### src/rtl/tsig_pkg.sv
`timescale 1ns / 1ps
// Shared widths, register indexes, phase codes and state types for the
// trapezoid step interval generator. No dependencies.

package tsig_pkg;

    // Default fixed-point positions
    localparam int TICK_FRAC_BITS_DEF = 16;
    localparam int HZ_FRAC_BITS_DEF   = 8;

    // Field widths
    localparam int RATE_W      = 28;   // step rate in Hz, fixed point
    localparam int SPAN_W      = 40;   // phase lengths in ticks
    localparam int IVL_W       = 32;   // issued interval
    localparam int TICK_RATE_W = 27;   // timer tick frequency
    localparam int ELAPSED_W   = 42;   // profile time
    localparam int RES_W       = 34;   // signed tick residual
    localparam int HZ_OUT_W    = 20;   // integer step rate out
    localparam int PHASE_W     = 2;

    // Configuration port
    localparam int CFG_IDX_W  = 3;
    localparam int CFG_DATA_W = 40;

    localparam logic [CFG_IDX_W-1:0] REG_BASE_HZ   = 3'd0;
    localparam logic [CFG_IDX_W-1:0] REG_TARGET_HZ = 3'd1;
    localparam logic [CFG_IDX_W-1:0] REG_ACCEL     = 3'd2;
    localparam logic [CFG_IDX_W-1:0] REG_CRUISE    = 3'd3;
    localparam logic [CFG_IDX_W-1:0] REG_DECEL     = 3'd4;
    localparam logic [CFG_IDX_W-1:0] REG_MIN_IVL   = 3'd5;
    localparam logic [CFG_IDX_W-1:0] REG_MAX_IVL   = 3'd6;
    localparam logic [CFG_IDX_W-1:0] REG_TICK_RATE = 3'd7;

    // Register reset values
    localparam logic [RATE_W-1:0]      BASE_HZ_RST   = 28'd51200;
    localparam logic [RATE_W-1:0]      TARGET_HZ_RST = 28'd27306666;
    localparam logic [SPAN_W-1:0]      ACCEL_RST     = 40'd100000000;
    localparam logic [SPAN_W-1:0]      CRUISE_RST    = 40'd30000000;
    localparam logic [SPAN_W-1:0]      DECEL_RST     = 40'd100000000;
    localparam logic [IVL_W-1:0]       MIN_IVL_RST   = 32'd1;
    localparam logic [IVL_W-1:0]       MAX_IVL_RST   = 32'hFFFF_FFFF;
    localparam logic [TICK_RATE_W-1:0] TICK_RATE_RST = 27'd10000000;

    // Profile phase codes
    localparam logic [PHASE_W-1:0] PHASE_ACCEL  = 2'd0;
    localparam logic [PHASE_W-1:0] PHASE_CRUISE = 2'd1;
    localparam logic [PHASE_W-1:0] PHASE_DECEL  = 2'd2;

    // Residual saturation limits
    localparam logic [RES_W-1:0] RES_MAX = {1'b0, {(RES_W-1){1'b1}}};
    localparam logic [RES_W-1:0] RES_MIN = {1'b1, {(RES_W-1){1'b0}}};

    // Sequencer of the top level
    typedef enum logic [3:0] {
        ST_IDLE,
        ST_SUM,
        ST_CHECK,
        ST_RAMP,
        ST_RATE,
        ST_LAUNCH,
        ST_DIV,
        ST_ROUND,
        ST_CLAMP,
        ST_UPDATE,
        ST_FINISH,
        ST_EMIT
    } top_state_t;

    // Ramp term unit: shift-add multiply, then restoring divide
    typedef enum logic [1:0] {
        RS_IDLE,
        RS_MUL,
        RS_DIV
    } ramp_state_t;

    // Period divider
    typedef enum logic {
        DS_IDLE,
        DS_RUN
    } div_state_t;

endpackage

### src/rtl/tsig_ramp_unit.sv
`timescale 1ns / 1ps
// Ramp term unit: floor(mag * t / len), one multiplier bit then one quotient
// bit per clock in a single shared shift register. Uses tsig_pkg.

module tsig_ramp_unit
(
    input  logic                        clk,
    input  logic                        rst_n,
    input  logic                        start,
    input  logic [tsig_pkg::RATE_W-1:0] mag,
    input  logic [tsig_pkg::SPAN_W-1:0] t,
    input  logic [tsig_pkg::SPAN_W-1:0] len,
    output logic                        done,
    output logic [tsig_pkg::RATE_W-1:0] term
);
    import tsig_pkg::*;

    localparam int ACC_W = SPAN_W + RATE_W;
    localparam int CNT_W = $clog2(RATE_W);
    localparam logic [CNT_W-1:0] CNT_LAST = CNT_W'(RATE_W - 1);

    ramp_state_t       state_reg, state_next;
    logic [CNT_W-1:0]  cnt_reg, cnt_next;
    logic [ACC_W-1:0]  acc_reg, acc_next;
    logic [SPAN_W-1:0] t_reg, t_next;
    logic [SPAN_W-1:0] len_reg, len_next;

    logic [SPAN_W:0]   mul_hi;
    logic [SPAN_W:0]   div_shift;
    logic [SPAN_W+1:0] div_diff;
    logic              div_borrow;
    logic [SPAN_W-1:0] div_rem;

    // Step logic: add t under the low multiplier bit, or trial-subtract len
    assign mul_hi     = {1'b0, acc_reg[ACC_W-1:RATE_W]}
                      + (acc_reg[0] ? {1'b0, t_reg} : {(SPAN_W+1){1'b0}});
    assign div_shift  = {acc_reg[ACC_W-1:RATE_W], acc_reg[RATE_W-1]};
    assign div_diff   = {1'b0, div_shift} - {2'b00, len_reg};
    assign div_borrow = div_diff[SPAN_W+1];
    assign div_rem    = div_borrow ? div_shift[SPAN_W-1:0] : div_diff[SPAN_W-1:0];

    // Next state
    always_comb
    begin
        state_next = state_reg;
        unique case (state_reg)
            RS_IDLE:
            begin
                if (start)
                    state_next = RS_MUL;
            end
            RS_MUL:
            begin
                if (cnt_reg == '0)
                    state_next = RS_DIV;
            end
            RS_DIV:
            begin
                if (cnt_reg == '0)
                    state_next = RS_IDLE;
            end
            default:
                state_next = RS_IDLE;
        endcase
    end

    // Outputs: quotient sits in the low bits once the last divide step lands
    always_comb
    begin
        done = (state_reg == RS_DIV) && (cnt_reg == '0);
        term = acc_reg[RATE_W-1:0];
    end

    // Datapath
    always_comb
    begin
        acc_next = acc_reg;
        cnt_next = cnt_reg;
        t_next   = t_reg;
        len_next = len_reg;
        unique case (state_reg)
            RS_IDLE:
            begin
                if (start)
                begin
                    acc_next = {{SPAN_W{1'b0}}, mag};
                    t_next   = t;
                    len_next = len;
                    cnt_next = CNT_LAST;
                end
            end
            RS_MUL:
            begin
                acc_next = {mul_hi, acc_reg[RATE_W-1:1]};
                cnt_next = (cnt_reg == '0) ? CNT_LAST : cnt_reg - 1'b1;
            end
            RS_DIV:
            begin
                acc_next = {div_rem, acc_reg[RATE_W-2:0], ~div_borrow};
                if (cnt_reg != '0)
                    cnt_next = cnt_reg - 1'b1;
            end
            default:
                ;
        endcase
    end

    // Control registers
    always_ff @(posedge clk or negedge rst_n)
    begin
        if (!rst_n)
        begin
            state_reg <= RS_IDLE;
            cnt_reg   <= '0;
        end
        else
        begin
            state_reg <= state_next;
            cnt_reg   <= cnt_next;
        end
    end

    // Operand registers
    always_ff @(posedge clk)
    begin
        acc_reg <= acc_next;
        t_reg   <= t_next;
        len_reg <= len_next;
    end

endmodule

### src/rtl/tsig_div_unit.sv
`timescale 1ns / 1ps
// Period divider: floor(tick_rate * 2^(TICK_FRAC_BITS+HZ_FRAC_BITS) / rate),
// restoring, one quotient bit per clock. Uses tsig_pkg.

module tsig_div_unit
#(
    parameter int TICK_FRAC_BITS = tsig_pkg::TICK_FRAC_BITS_DEF,
    parameter int HZ_FRAC_BITS   = tsig_pkg::HZ_FRAC_BITS_DEF
)
(
    input  logic                                        clk,
    input  logic                                        rst_n,
    input  logic                                        start,
    input  logic [tsig_pkg::TICK_RATE_W-1:0]            tick_rate,
    input  logic [tsig_pkg::RATE_W-1:0]                 rate,
    output logic                                        done,
    output logic [tsig_pkg::TICK_RATE_W+TICK_FRAC_BITS-1:0] quot
);
    import tsig_pkg::*;

    // Rate is at least 1 Hz, so the quotient needs no more than QW bits and
    // the top HZ_FRAC_BITS of the numerator start as the remainder.
    localparam int QW    = TICK_RATE_W + TICK_FRAC_BITS;
    localparam int NW    = QW + HZ_FRAC_BITS;
    localparam int CNT_W = $clog2(QW);
    localparam logic [CNT_W-1:0] CNT_LAST = CNT_W'(QW - 1);

    div_state_t        state_reg, state_next;
    logic [CNT_W-1:0]  cnt_reg, cnt_next;
    logic [RATE_W-1:0] rem_reg, rem_next;
    logic [QW-1:0]     num_reg, num_next;
    logic [RATE_W-1:0] dvs_reg, dvs_next;

    logic [NW-1:0]     num_full;
    logic [RATE_W:0]   shift_rem;
    logic [RATE_W+1:0] trial;
    logic              borrow;

    assign num_full  = {tick_rate, {(TICK_FRAC_BITS + HZ_FRAC_BITS){1'b0}}};
    assign shift_rem = {rem_reg, num_reg[QW-1]};
    assign trial     = {1'b0, shift_rem} - {2'b00, dvs_reg};
    assign borrow    = trial[RATE_W+1];

    // Next state
    always_comb
    begin
        state_next = state_reg;
        unique case (state_reg)
            DS_IDLE:
            begin
                if (start)
                    state_next = DS_RUN;
            end
            DS_RUN:
            begin
                if (cnt_reg == '0)
                    state_next = DS_IDLE;
            end
            default:
                state_next = DS_IDLE;
        endcase
    end

    // Outputs
    always_comb
    begin
        done = (state_reg == DS_RUN) && (cnt_reg == '0);
        quot = num_reg;
    end

    // Datapath: shift a numerator bit into the remainder, keep the quotient bit
    always_comb
    begin
        rem_next = rem_reg;
        num_next = num_reg;
        dvs_next = dvs_reg;
        cnt_next = cnt_reg;
        unique case (state_reg)
            DS_IDLE:
            begin
                if (start)
                begin
                    rem_next = RATE_W'(num_full[NW-1:QW]);
                    num_next = num_full[QW-1:0];
                    dvs_next = rate;
                    cnt_next = CNT_LAST;
                end
            end
            DS_RUN:
            begin
                rem_next = borrow ? shift_rem[RATE_W-1:0] : trial[RATE_W-1:0];
                num_next = {num_reg[QW-2:0], ~borrow};
                if (cnt_reg != '0)
                    cnt_next = cnt_reg - 1'b1;
            end
            default:
                ;
        endcase
    end

    // Control registers
    always_ff @(posedge clk or negedge rst_n)
    begin
        if (!rst_n)
        begin
            state_reg <= DS_IDLE;
            cnt_reg   <= '0;
        end
        else
        begin
            state_reg <= state_next;
            cnt_reg   <= cnt_next;
        end
    end

    // Operand registers
    always_ff @(posedge clk)
    begin
        rem_reg <= rem_next;
        num_reg <= num_next;
        dvs_reg <= dvs_next;
    end

endmodule

### src/rtl/trapezoid_step_interval_gen.sv
`timescale 1ns / 1ps
// Top level of the trapezoid step interval generator: configuration
// registers, profile state, sequencer and rounding. Uses tsig_pkg,
// tsig_ramp_unit and tsig_div_unit.
//
// Each input word asks for the next stepper pulse interval; one result word
// comes back per input word. The rate follows a trapezoid (ramp from start to
// target over accel_ticks, cruise, ramp back over decel_ticks), is floored at
// 1 Hz, and the period tick_rate / rate is rounded half up with a carried
// fractional residual, clamped to [min_interval, max_interval] (max wins).
// Items are handled one at a time. On a ramp the sequencer first works out
// the ramp term with a 28-bit shift-add multiply and a 28-bit restoring
// divide, then runs the period divider; in cruise only the divider runs.
// Once elapsed time reaches the profile total a done word is sent without
// the ramp unit or the period divider. The input is ready again while a
// result still waits at the output.
// Write configuration only while no word is in flight.

module trapezoid_step_interval_gen
#(
    parameter int TICK_FRAC_BITS = tsig_pkg::TICK_FRAC_BITS_DEF,
    parameter int HZ_FRAC_BITS   = tsig_pkg::HZ_FRAC_BITS_DEF
)
(
    input  logic                              clk,
    input  logic                              rst_n,
    input  logic                              cfg_wr_en,
    input  logic [tsig_pkg::CFG_IDX_W-1:0]    cfg_index,
    input  logic [tsig_pkg::CFG_DATA_W-1:0]   cfg_data,
    input  logic                              in_valid,
    output logic                              in_stall,
    input  logic                              restart,
    output logic                              out_valid,
    input  logic                              out_stall,
    output logic [tsig_pkg::IVL_W-1:0]        pulse_interval,
    output logic [tsig_pkg::PHASE_W-1:0]      phase,
    output logic [tsig_pkg::HZ_OUT_W-1:0]     step_hz,
    output logic                              done_res
);
    import tsig_pkg::*;

    localparam int QW = TICK_RATE_W + TICK_FRAC_BITS;   // ideal period width
    localparam int SW = QW + 2;                         // rounding sum, signed
    localparam int DW = IVL_W + TICK_FRAC_BITS + 1;     // period error, signed
    localparam int RW = DW + 1;                         // new residual, signed
    localparam logic [RATE_W-1:0] HZ_ONE    = RATE_W'(1) << HZ_FRAC_BITS;
    localparam logic [SW-1:0]     HALF_TICK = SW'(1) << (TICK_FRAC_BITS - 1);

    // Configuration registers
    logic [RATE_W-1:0]      base_hz_reg;
    logic [RATE_W-1:0]      target_hz_reg;
    logic [SPAN_W-1:0]      accel_reg;
    logic [SPAN_W-1:0]      cruise_reg;
    logic [SPAN_W-1:0]      decel_reg;
    logic [IVL_W-1:0]       min_ivl_reg;
    logic [IVL_W-1:0]       max_ivl_reg;
    logic [TICK_RATE_W-1:0] tick_rate_reg;

    // Sequencer and profile state
    top_state_t                state_reg, state_next;
    logic [ELAPSED_W-1:0]      elapsed_reg, elapsed_next;
    logic signed [RES_W-1:0]   residual_reg, residual_next;

    // Working registers
    logic [SPAN_W:0]           ac_sum_reg, ac_sum_next;
    logic [PHASE_W-1:0]        kind_reg, kind_next;
    logic                      up_reg, up_next;
    logic [RATE_W-1:0]         r_reg, r_next;
    logic signed [SW-1:0]      sum_reg, sum_next;
    logic [IVL_W-1:0]          v_reg, v_next;
    logic signed [DW-1:0]      diff_reg, diff_next;
    logic [PHASE_W-1:0]        res_phase_reg, res_phase_next;
    logic [HZ_OUT_W-1:0]       res_hz_reg, res_hz_next;
    logic                      res_done_reg, res_done_next;

    // Output word
    logic                      out_valid_reg, out_valid_next;
    logic [IVL_W-1:0]          interval_reg;
    logic [PHASE_W-1:0]        phase_reg;
    logic [HZ_OUT_W-1:0]       hz_reg;
    logic                      done_reg;

    // Handshake and unit strobes
    logic                      in_accept;
    logic                      out_taken;
    logic                      slot_free;
    logic                      out_load;
    logic                      ramp_start;
    logic                      ramp_done;
    logic                      div_start;
    logic                      div_done;

    // Datapath helpers
    logic [ELAPSED_W-1:0]      total;
    logic                      is_done;
    logic                      in_accel;
    logic                      in_cruise;
    logic                      on_ramp;
    logic [ELAPSED_W-1:0]      dec_t;
    logic                      up_dir;
    logic [RATE_W-1:0]         mag;
    logic [SPAN_W-1:0]         ramp_t;
    logic [SPAN_W-1:0]         ramp_len;
    logic [RATE_W-1:0]         ramp_term;
    logic [RATE_W-1:0]         rate_raw;
    logic [RATE_W-1:0]         rate_floor;
    logic [RATE_W-1:0]         hz_full;
    logic [HZ_OUT_W-1:0]       hz_sat;
    logic [QW-1:0]             div_quot;
    logic [IVL_W-1:0]          v_round;
    logic [IVL_W-1:0]          v_low;
    logic [IVL_W-1:0]          v_clamp;
    logic [ELAPSED_W:0]        el_sum;
    logic signed [RW-1:0]      res_sum;
    logic                      res_fits;

    // Configuration writes
    always_ff @(posedge clk or negedge rst_n)
    begin
        if (!rst_n)
        begin
            base_hz_reg   <= BASE_HZ_RST;
            target_hz_reg <= TARGET_HZ_RST;
            accel_reg     <= ACCEL_RST;
            cruise_reg    <= CRUISE_RST;
            decel_reg     <= DECEL_RST;
            min_ivl_reg   <= MIN_IVL_RST;
            max_ivl_reg   <= MAX_IVL_RST;
            tick_rate_reg <= TICK_RATE_RST;
        end
        else if (cfg_wr_en)
        begin
            unique case (cfg_index)
                REG_BASE_HZ:   base_hz_reg   <= cfg_data[RATE_W-1:0];
                REG_TARGET_HZ: target_hz_reg <= cfg_data[RATE_W-1:0];
                REG_ACCEL:     accel_reg     <= cfg_data[SPAN_W-1:0];
                REG_CRUISE:    cruise_reg    <= cfg_data[SPAN_W-1:0];
                REG_DECEL:     decel_reg     <= cfg_data[SPAN_W-1:0];
                REG_MIN_IVL:   min_ivl_reg   <= cfg_data[IVL_W-1:0];
                REG_MAX_IVL:   max_ivl_reg   <= cfg_data[IVL_W-1:0];
                REG_TICK_RATE: tick_rate_reg <= cfg_data[TICK_RATE_W-1:0];
            endcase
        end
    end

    // Handshake
    assign in_accept = in_valid && !in_stall;
    assign out_taken = out_valid_reg && !out_stall;
    assign slot_free = !out_valid_reg || !out_stall;

    // Profile position: end of profile, phase and ramp operands
    assign total     = {1'b0, ac_sum_reg} + {2'b00, decel_reg};
    assign is_done   = elapsed_reg >= total;
    assign in_accel  = elapsed_reg < {2'b00, accel_reg};
    assign in_cruise = elapsed_reg < {1'b0, ac_sum_reg};
    assign on_ramp   = in_accel || !in_cruise;
    assign dec_t     = elapsed_reg - {1'b0, ac_sum_reg};
    assign up_dir    = target_hz_reg >= base_hz_reg;
    assign mag       = up_dir ? target_hz_reg - base_hz_reg
                              : base_hz_reg - target_hz_reg;
    assign ramp_t    = in_accel ? elapsed_reg[SPAN_W-1:0] : dec_t[SPAN_W-1:0];
    assign ramp_len  = in_accel ? accel_reg : decel_reg;

    // Rate on the trapezoid, floored at 1 Hz
    always_comb
    begin
        unique case (kind_reg)
            PHASE_ACCEL:
                rate_raw = up_reg ? base_hz_reg + ramp_term : base_hz_reg - ramp_term;
            PHASE_CRUISE:
                rate_raw = target_hz_reg;
            default:
                rate_raw = up_reg ? target_hz_reg - ramp_term : target_hz_reg + ramp_term;
        endcase
        rate_floor = (rate_raw < HZ_ONE) ? HZ_ONE : rate_raw;
    end

    // Integer step rate, saturated
    assign hz_full = r_reg >> HZ_FRAC_BITS;
    assign hz_sat  = (|hz_full[RATE_W-1:HZ_OUT_W]) ? {HZ_OUT_W{1'b1}}
                                                   : hz_full[HZ_OUT_W-1:0];

    // Round to whole ticks, then clamp: max wins over min
    assign v_round = sum_reg[SW-1] ? '0 : IVL_W'(sum_reg[SW-2:TICK_FRAC_BITS]);
    assign v_low   = (v_round < min_ivl_reg) ? min_ivl_reg : v_round;
    assign v_clamp = (v_low > max_ivl_reg) ? max_ivl_reg : v_low;

    // Advance time and carry the rounding error
    assign el_sum   = {1'b0, elapsed_reg} + (ELAPSED_W + 1)'(v_reg);
    assign res_sum  = RW'(residual_reg) + RW'(diff_reg);
    assign res_fits = (&res_sum[RW-1:RES_W-1]) || !(|res_sum[RW-1:RES_W-1]);

    // Next state
    always_comb
    begin
        state_next = state_reg;
        unique case (state_reg)
            ST_IDLE:
            begin
                if (in_accept)
                    state_next = ST_SUM;
            end
            ST_SUM:
                state_next = ST_CHECK;
            ST_CHECK:
            begin
                if (is_done)
                    state_next = ST_EMIT;
                else if (on_ramp)
                    state_next = ST_RAMP;
                else
                    state_next = ST_RATE;
            end
            ST_RAMP:
            begin
                if (ramp_done)
                    state_next = ST_RATE;
            end
            ST_RATE:
                state_next = ST_LAUNCH;
            ST_LAUNCH:
                state_next = ST_DIV;
            ST_DIV:
            begin
                if (div_done)
                    state_next = ST_ROUND;
            end
            ST_ROUND:
                state_next = ST_CLAMP;
            ST_CLAMP:
                state_next = ST_UPDATE;
            ST_UPDATE:
                state_next = ST_FINISH;
            ST_FINISH:
                state_next = ST_EMIT;
            ST_EMIT:
            begin
                if (slot_free)
                    state_next = ST_IDLE;
            end
            default:
                state_next = ST_IDLE;
        endcase
    end

    // Sequencer outputs
    always_comb
    begin
        in_stall   = (state_reg != ST_IDLE);
        ramp_start = (state_reg == ST_CHECK) && !is_done && on_ramp;
        div_start  = (state_reg == ST_LAUNCH);
        out_load   = (state_reg == ST_EMIT) && slot_free;
    end

    // Datapath next values
    always_comb
    begin
        elapsed_next   = elapsed_reg;
        residual_next  = residual_reg;
        ac_sum_next    = ac_sum_reg;
        kind_next      = kind_reg;
        up_next        = up_reg;
        r_next         = r_reg;
        sum_next       = sum_reg;
        v_next         = v_reg;
        diff_next      = diff_reg;
        res_phase_next = res_phase_reg;
        res_hz_next    = res_hz_reg;
        res_done_next  = res_done_reg;
        unique case (state_reg)
            ST_IDLE:
            begin
                // drop time and residual on a restart word
                if (in_accept && restart)
                begin
                    elapsed_next  = '0;
                    residual_next = '0;
                end
            end
            ST_SUM:
                ac_sum_next = {1'b0, accel_reg} + {1'b0, cruise_reg};
            ST_CHECK:
            begin
                up_next = up_dir;
                if (is_done)
                begin
                    v_next         = '0;
                    res_phase_next = PHASE_DECEL;
                    res_hz_next    = '0;
                    res_done_next  = 1'b1;
                end
                else
                begin
                    res_done_next = 1'b0;
                    if (in_accel)
                        kind_next = PHASE_ACCEL;
                    else if (in_cruise)
                        kind_next = PHASE_CRUISE;
                    else
                        kind_next = PHASE_DECEL;
                end
            end
            ST_RATE:
                r_next = rate_floor;
            ST_LAUNCH:
                res_hz_next = hz_sat;
            ST_ROUND:
                sum_next = $signed({2'b00, div_quot}) + SW'(residual_reg)
                         + $signed(HALF_TICK);
            ST_CLAMP:
                v_next = v_clamp;
            ST_UPDATE:
            begin
                diff_next    = $signed(DW'(div_quot))
                             - $signed(DW'({v_reg, {TICK_FRAC_BITS{1'b0}}}));
                elapsed_next = el_sum[ELAPSED_W] ? {ELAPSED_W{1'b1}}
                                                 : el_sum[ELAPSED_W-1:0];
            end
            ST_FINISH:
            begin
                if (res_fits)
                    residual_next = res_sum[RES_W-1:0];
                else if (res_sum[RW-1])
                    residual_next = RES_MIN;
                else
                    residual_next = RES_MAX;
                // phase after the advance
                if (elapsed_reg < {2'b00, accel_reg})
                    res_phase_next = PHASE_ACCEL;
                else if (elapsed_reg < {1'b0, ac_sum_reg})
                    res_phase_next = PHASE_CRUISE;
                else
                    res_phase_next = PHASE_DECEL;
            end
            ST_RAMP, ST_DIV, ST_EMIT:
                ;
            default:
                ;
        endcase
    end

    // Output word valid: set on load, clear when taken
    always_comb
    begin
        if (out_load)
            out_valid_next = 1'b1;
        else if (out_taken)
            out_valid_next = 1'b0;
        else
            out_valid_next = out_valid_reg;
    end

    // Control and profile state registers
    always_ff @(posedge clk or negedge rst_n)
    begin
        if (!rst_n)
        begin
            state_reg     <= ST_IDLE;
            elapsed_reg   <= '0;
            residual_reg  <= '0;
            out_valid_reg <= 1'b0;
        end
        else
        begin
            state_reg     <= state_next;
            elapsed_reg   <= elapsed_next;
            residual_reg  <= residual_next;
            out_valid_reg <= out_valid_next;
        end
    end

    // Working registers
    always_ff @(posedge clk)
    begin
        ac_sum_reg    <= ac_sum_next;
        kind_reg      <= kind_next;
        up_reg        <= up_next;
        r_reg         <= r_next;
        sum_reg       <= sum_next;
        v_reg         <= v_next;
        diff_reg      <= diff_next;
        res_phase_reg <= res_phase_next;
        res_hz_reg    <= res_hz_next;
        res_done_reg  <= res_done_next;
    end

    // Hold the result word until taken
    always_ff @(posedge clk)
    begin
        if (out_load)
        begin
            interval_reg <= v_reg;
            phase_reg    <= res_phase_reg;
            hz_reg       <= res_hz_reg;
            done_reg     <= res_done_reg;
        end
    end

    assign out_valid      = out_valid_reg;
    assign pulse_interval = interval_reg;
    assign phase          = phase_reg;
    assign step_hz        = hz_reg;
    assign done_res       = done_reg;

    // Ramp term: floor(|target - start| * t / len)
    tsig_ramp_unit u_ramp
    (
        .clk   (clk),
        .rst_n (rst_n),
        .start (ramp_start),
        .mag   (mag),
        .t     (ramp_t),
        .len   (ramp_len),
        .done  (ramp_done),
        .term  (ramp_term)
    );

    // Ideal period in fractional ticks
    tsig_div_unit
    #(
        .TICK_FRAC_BITS (TICK_FRAC_BITS),
        .HZ_FRAC_BITS   (HZ_FRAC_BITS)
    )
    u_div
    (
        .clk       (clk),
        .rst_n     (rst_n),
        .start     (div_start),
        .tick_rate (tick_rate_reg),
        .rate      (r_reg),
        .done      (div_done),
        .quot      (div_quot)
    );

endmodule
### config.mk
export PLATFORM = sky130hd
export DESIGN_NAME = trapezoid_step_interval_gen
export DESIGN_NICKNAME = d
export VERILOG_FILES = /design/src/rtl/tsig_pkg.sv /design/src/rtl/tsig_ramp_unit.sv /design/src/rtl/tsig_div_unit.sv /design/src/rtl/trapezoid_step_interval_gen.sv
export SDC_FILE = /design/constraint.sdc
export NUM_CORES = 2
export LEC_CHECK = 0
export ABC_AREA = 0
export BUFFER_PORTS_ARGS = -buffer_cell sky130_fd_sc_hd__buf_2
export CAP_MARGIN = 15
export CORE_MARGIN = 1.5
export CORE_UTILIZATION = 45
export CTS_CLUSTER_DIAMETER = 50
export DETAILED_ROUTE_END_ITERATION = 8
export GPL_TIMING_DRIVEN = 0
export HOLD_SLACK_MARGIN = 0.03
export PLACE_DENSITY = 0.68
export SLEW_MARGIN = 10
export SYNTH_ARGS = -nofsm -noshare
export SYNTH_HDL_FRONTEND = slang
export SYNTH_SLANG_ARGS = --single-unit
### constraint.sdc
create_clock -name clk -period 8.3 [get_ports clk]
set_clock_uncertainty 0.05 [all_clocks]
set_input_delay 1.245 -clock clk [delete_from_list [all_inputs] [get_ports clk]]
set_output_delay 1.245 -clock clk [all_outputs]
set_load 0.01 [all_outputs]
==> out/summary.txt <==
Setup violations, final - 0
Initial Utilization - 0.453
Remaining Overflow, GRT - 0
wire length per cell - 21.9 um
Die X - 377 um
Filler Cell Count - 12,800
Hold Path Cell Cnt - 0
Reg area - 24,400 um^2
DR vias - 51,700
relative slew slack - 0.224
Critical Path RT - 8740 ps
Layout Nets - 7,548
number of synthesized flops with an enable pin - 507
Core Rows - 137
actual slew at the worst max-slew pin - 1160 ps
post-synthesis cell type count - 103
Post-CTS Setup Repair Bufs - 0
most used cell, CP - a21o_1
crit-path max FO - 19
HP Class - register to register
Synth async-reset ratio - 0.417
top flip-flop cell by instance count after synthesis - edfxtp_1
Critical R2R Launch - sum_reg[44]$_DFFE_PP_
Routed Antenna Nets - 0
PD cells - 454 nW/um^2
Die ar. - 142,000 um^2
RSZ-0062 raised after global routing - no
Iteration-0 DRC Markers - 4,298
RR Endpoint - v_reg[31]$_SDFFCE_PN0P_
Leak - 31.1 nW
DRC viols - 0
DR vias/cell - 5.88
die height - 377 um
largest net degree at the start of global routing - 107
Overall Global Routing Usage - 0.266
placed cells - 8,569
Syn Inst Count - 6,567
Seq cells post-synth - 869
area leader, netlist - edfxtp_1
Crit-path slowest cell - edfxtp_1
syn nets - 7,306
synth top area cells - edfxtp_1, ha_1, dfrtp_1, a21oi_1, a21o_1
vias in the first global route - 49,900
CTS sink cnt - 869
most frequent cells in the layout - ha_1, a21oi_1, edfxtp_1
Final Critical Period - 7580 ps
worst r2r path cells - 29
Hold WS - 364 ps
Critical Path Sink Type - register
Placeable Area - 139,000 um^2
io pins - 106
final worst path period share - 0.913
Seq/Total Area, Yosys - 0.387
Longest Clk Path Bufs - 3
most common cell after layout, fill and taps aside - ha_1
Fmax - 0.132 GHz
Final Max Slew Viols - 0
multi-input logic area - 36,000 um^2
layout cells sized above 1 - 0.102
max incr delay on CP - 580 ps
Max-Cap Viols - 0
Mapped Avg Cell Area - 9.61 um^2
router iterations before antenna repair - 7
Hold EP - step_hz[2]$_DFFE_PP_
clk_lat worst skew - 760 ps
TritonCTS Buffers - 114
Fin. Hold Viols - 0
HPWL Detailed - 154,000 um
I/O Buffers - 101
WS Path Type - register to register
GPL Wtd Cong - 0.982
first-pass GRT wire length - 291,000 um
CTS tree - built
Syn Std Cell Area - 63,100 um^2
r2r setup slk - 720 ps
Setup crit start kind - register
synth warn - 0
critical path arrival - 8020 ps
initial antenna violation count - 17
max FFs per register - 68
final wirelength - 193,000 um
# H-tree levels - 3
HP Start - res_hz_reg[2]$_SDFFCE_PN0P_
clock-pin slew on the worst setup and hold paths - 60 ps
status - finished, final reports clean
CTS root buffer - clkbuf_16
P&R area growth vs syn - 11.5%
share of the synthesized area in the top cell type - 0.241
fin cells - 8,795
VDD IR max - 334 uV
routing by layer:
metal,share of wire,GRT usage,vias to the layer above,wire length (um)
li1,-,-,24600,-
met1,0.43,0.348,25000,82300
met2,0.46,0.435,1675,87900
met3,0.070,0.0415,381,13400
met4,0.048,0.119,8,9190
met5,0.00031,0,-,59
timing repair:
item,in CTS,in global routing
hold buffers,0,0
resized for setup,1,5
setup endpoints to repair,26,32
hold endpoints to repair,0,0
power by group:
part           internal, mW  leakage, nW  switching [mW]
clock network          2.95         1.92            2.08
registers              6.68         9.04            1.34
logic                  7.60         20.1            11.3
worst max-delay path, delay by kind of cell (launching register included):
| family | cells | cell delay (ps) |
|---|---|---|
| adder cells (fa/ha/maj) | 2 | 560 |
| AO/OA/AOI/OAI | 19 | 4050 |
| AND/OR/NAND/NOR | 2 | 290 |
| flip-flops | 1 | 580 |
| multiplexers | 2 | 570 |
| buffers and inverters | 4 | 1180 |
synth_stat cells (38+ instances only):
cell type  number
clkbuf_1      185
o21a_1         78
dfstp_2        89
dfrtp_1       273
a211oi_1       82
xor2_1        150
nor2b_1       103
a221oi_1       47
mux2i_1        61
nor3_1         89
a21oi_1       589
inv_1         497
nor2_1        369
o211ai_1       38
a21o_1        325
nand2b_1       84
o22ai_1        44
and2_1        111
xnor2_1       245
mux2_2        204
o21ai_0       395
nand3_1        96
and3_1         51
ha_1          677
o21bai_1       56
a31oi_1        75
a21boi_0       38
edfxtp_1      507
nand2_1       478
nand4_1        82
layout make-up:
type | count | area share
Antenna cell | 9 | 0.000320
Buffer | 227 | 0.0131
Clock buffer | 140 | 0.0451
Clock inverter | 77 | 0.0108
Inverter | 500 | 0.0267
Multi-Input combinational cell | 4970 | 0.511
Sequential cell | 869 | 0.347
Tap cell | 1876 | 0.0334
Timing Repair Buffer | 127 | 0.0128
kinds of logic after synthesis:
group / Yosys count / share of synthesized area
and+or+nand+nor: 1600 / 0.124
AOI/OAI and AO/OA: 2019 / 0.205
xor gates and xnor gates: 395 / 0.0548
adders and majority gates: 690 / 0.138
muxes: 266 / 0.0463
DFF: 869 / 0.387
buffers and inverters: 728 / 0.0443
how the worst max path moves through the flow:
stage	slack, ps	depth (start not counted)	end	startpoint
after floorplan	1350	26	u_ramp.len_reg[0]$_DFFE_PP_	decel_reg[0]$_DFFE_PN0P_
after global placement	-1650	1	decel_reg[38]$_DFFE_PN0P_	rst_n
after detailed placement	-80	30	v_reg[21]$_SDFFCE_PN0P_	sum_reg[44]$_DFFE_PP_
final	720	29	v_reg[31]$_SDFFCE_PN0P_	sum_reg[44]$_DFFE_PP_
after global routing	310	29	v_reg[29]$_SDFFCE_PN0P_	sum_reg[44]$_DFFE_PP_
after CTS	30	30	v_reg[21]$_SDFFCE_PN0P_	sum_reg[44]$_DFFE_PP_
per-stage QoR:
step           area, um^2   util  TNS [ps]  power [mW]  setup WS (ps)
2_1_floorplan       63100      -         0        21.6           1350
3_3_place_gp        65900  0.473   -580350        26.2          -1650
3_5_place_dp        66400  0.476      -256        26.6          -84.3
4_1_cts             70300  0.505         0        31.8           31.7
5_1_grt             70300  0.505         0        34.4            312
6_report            70400  0.505         0        32.0            724
Note: power is estimated with default switching activity, not from simulation.
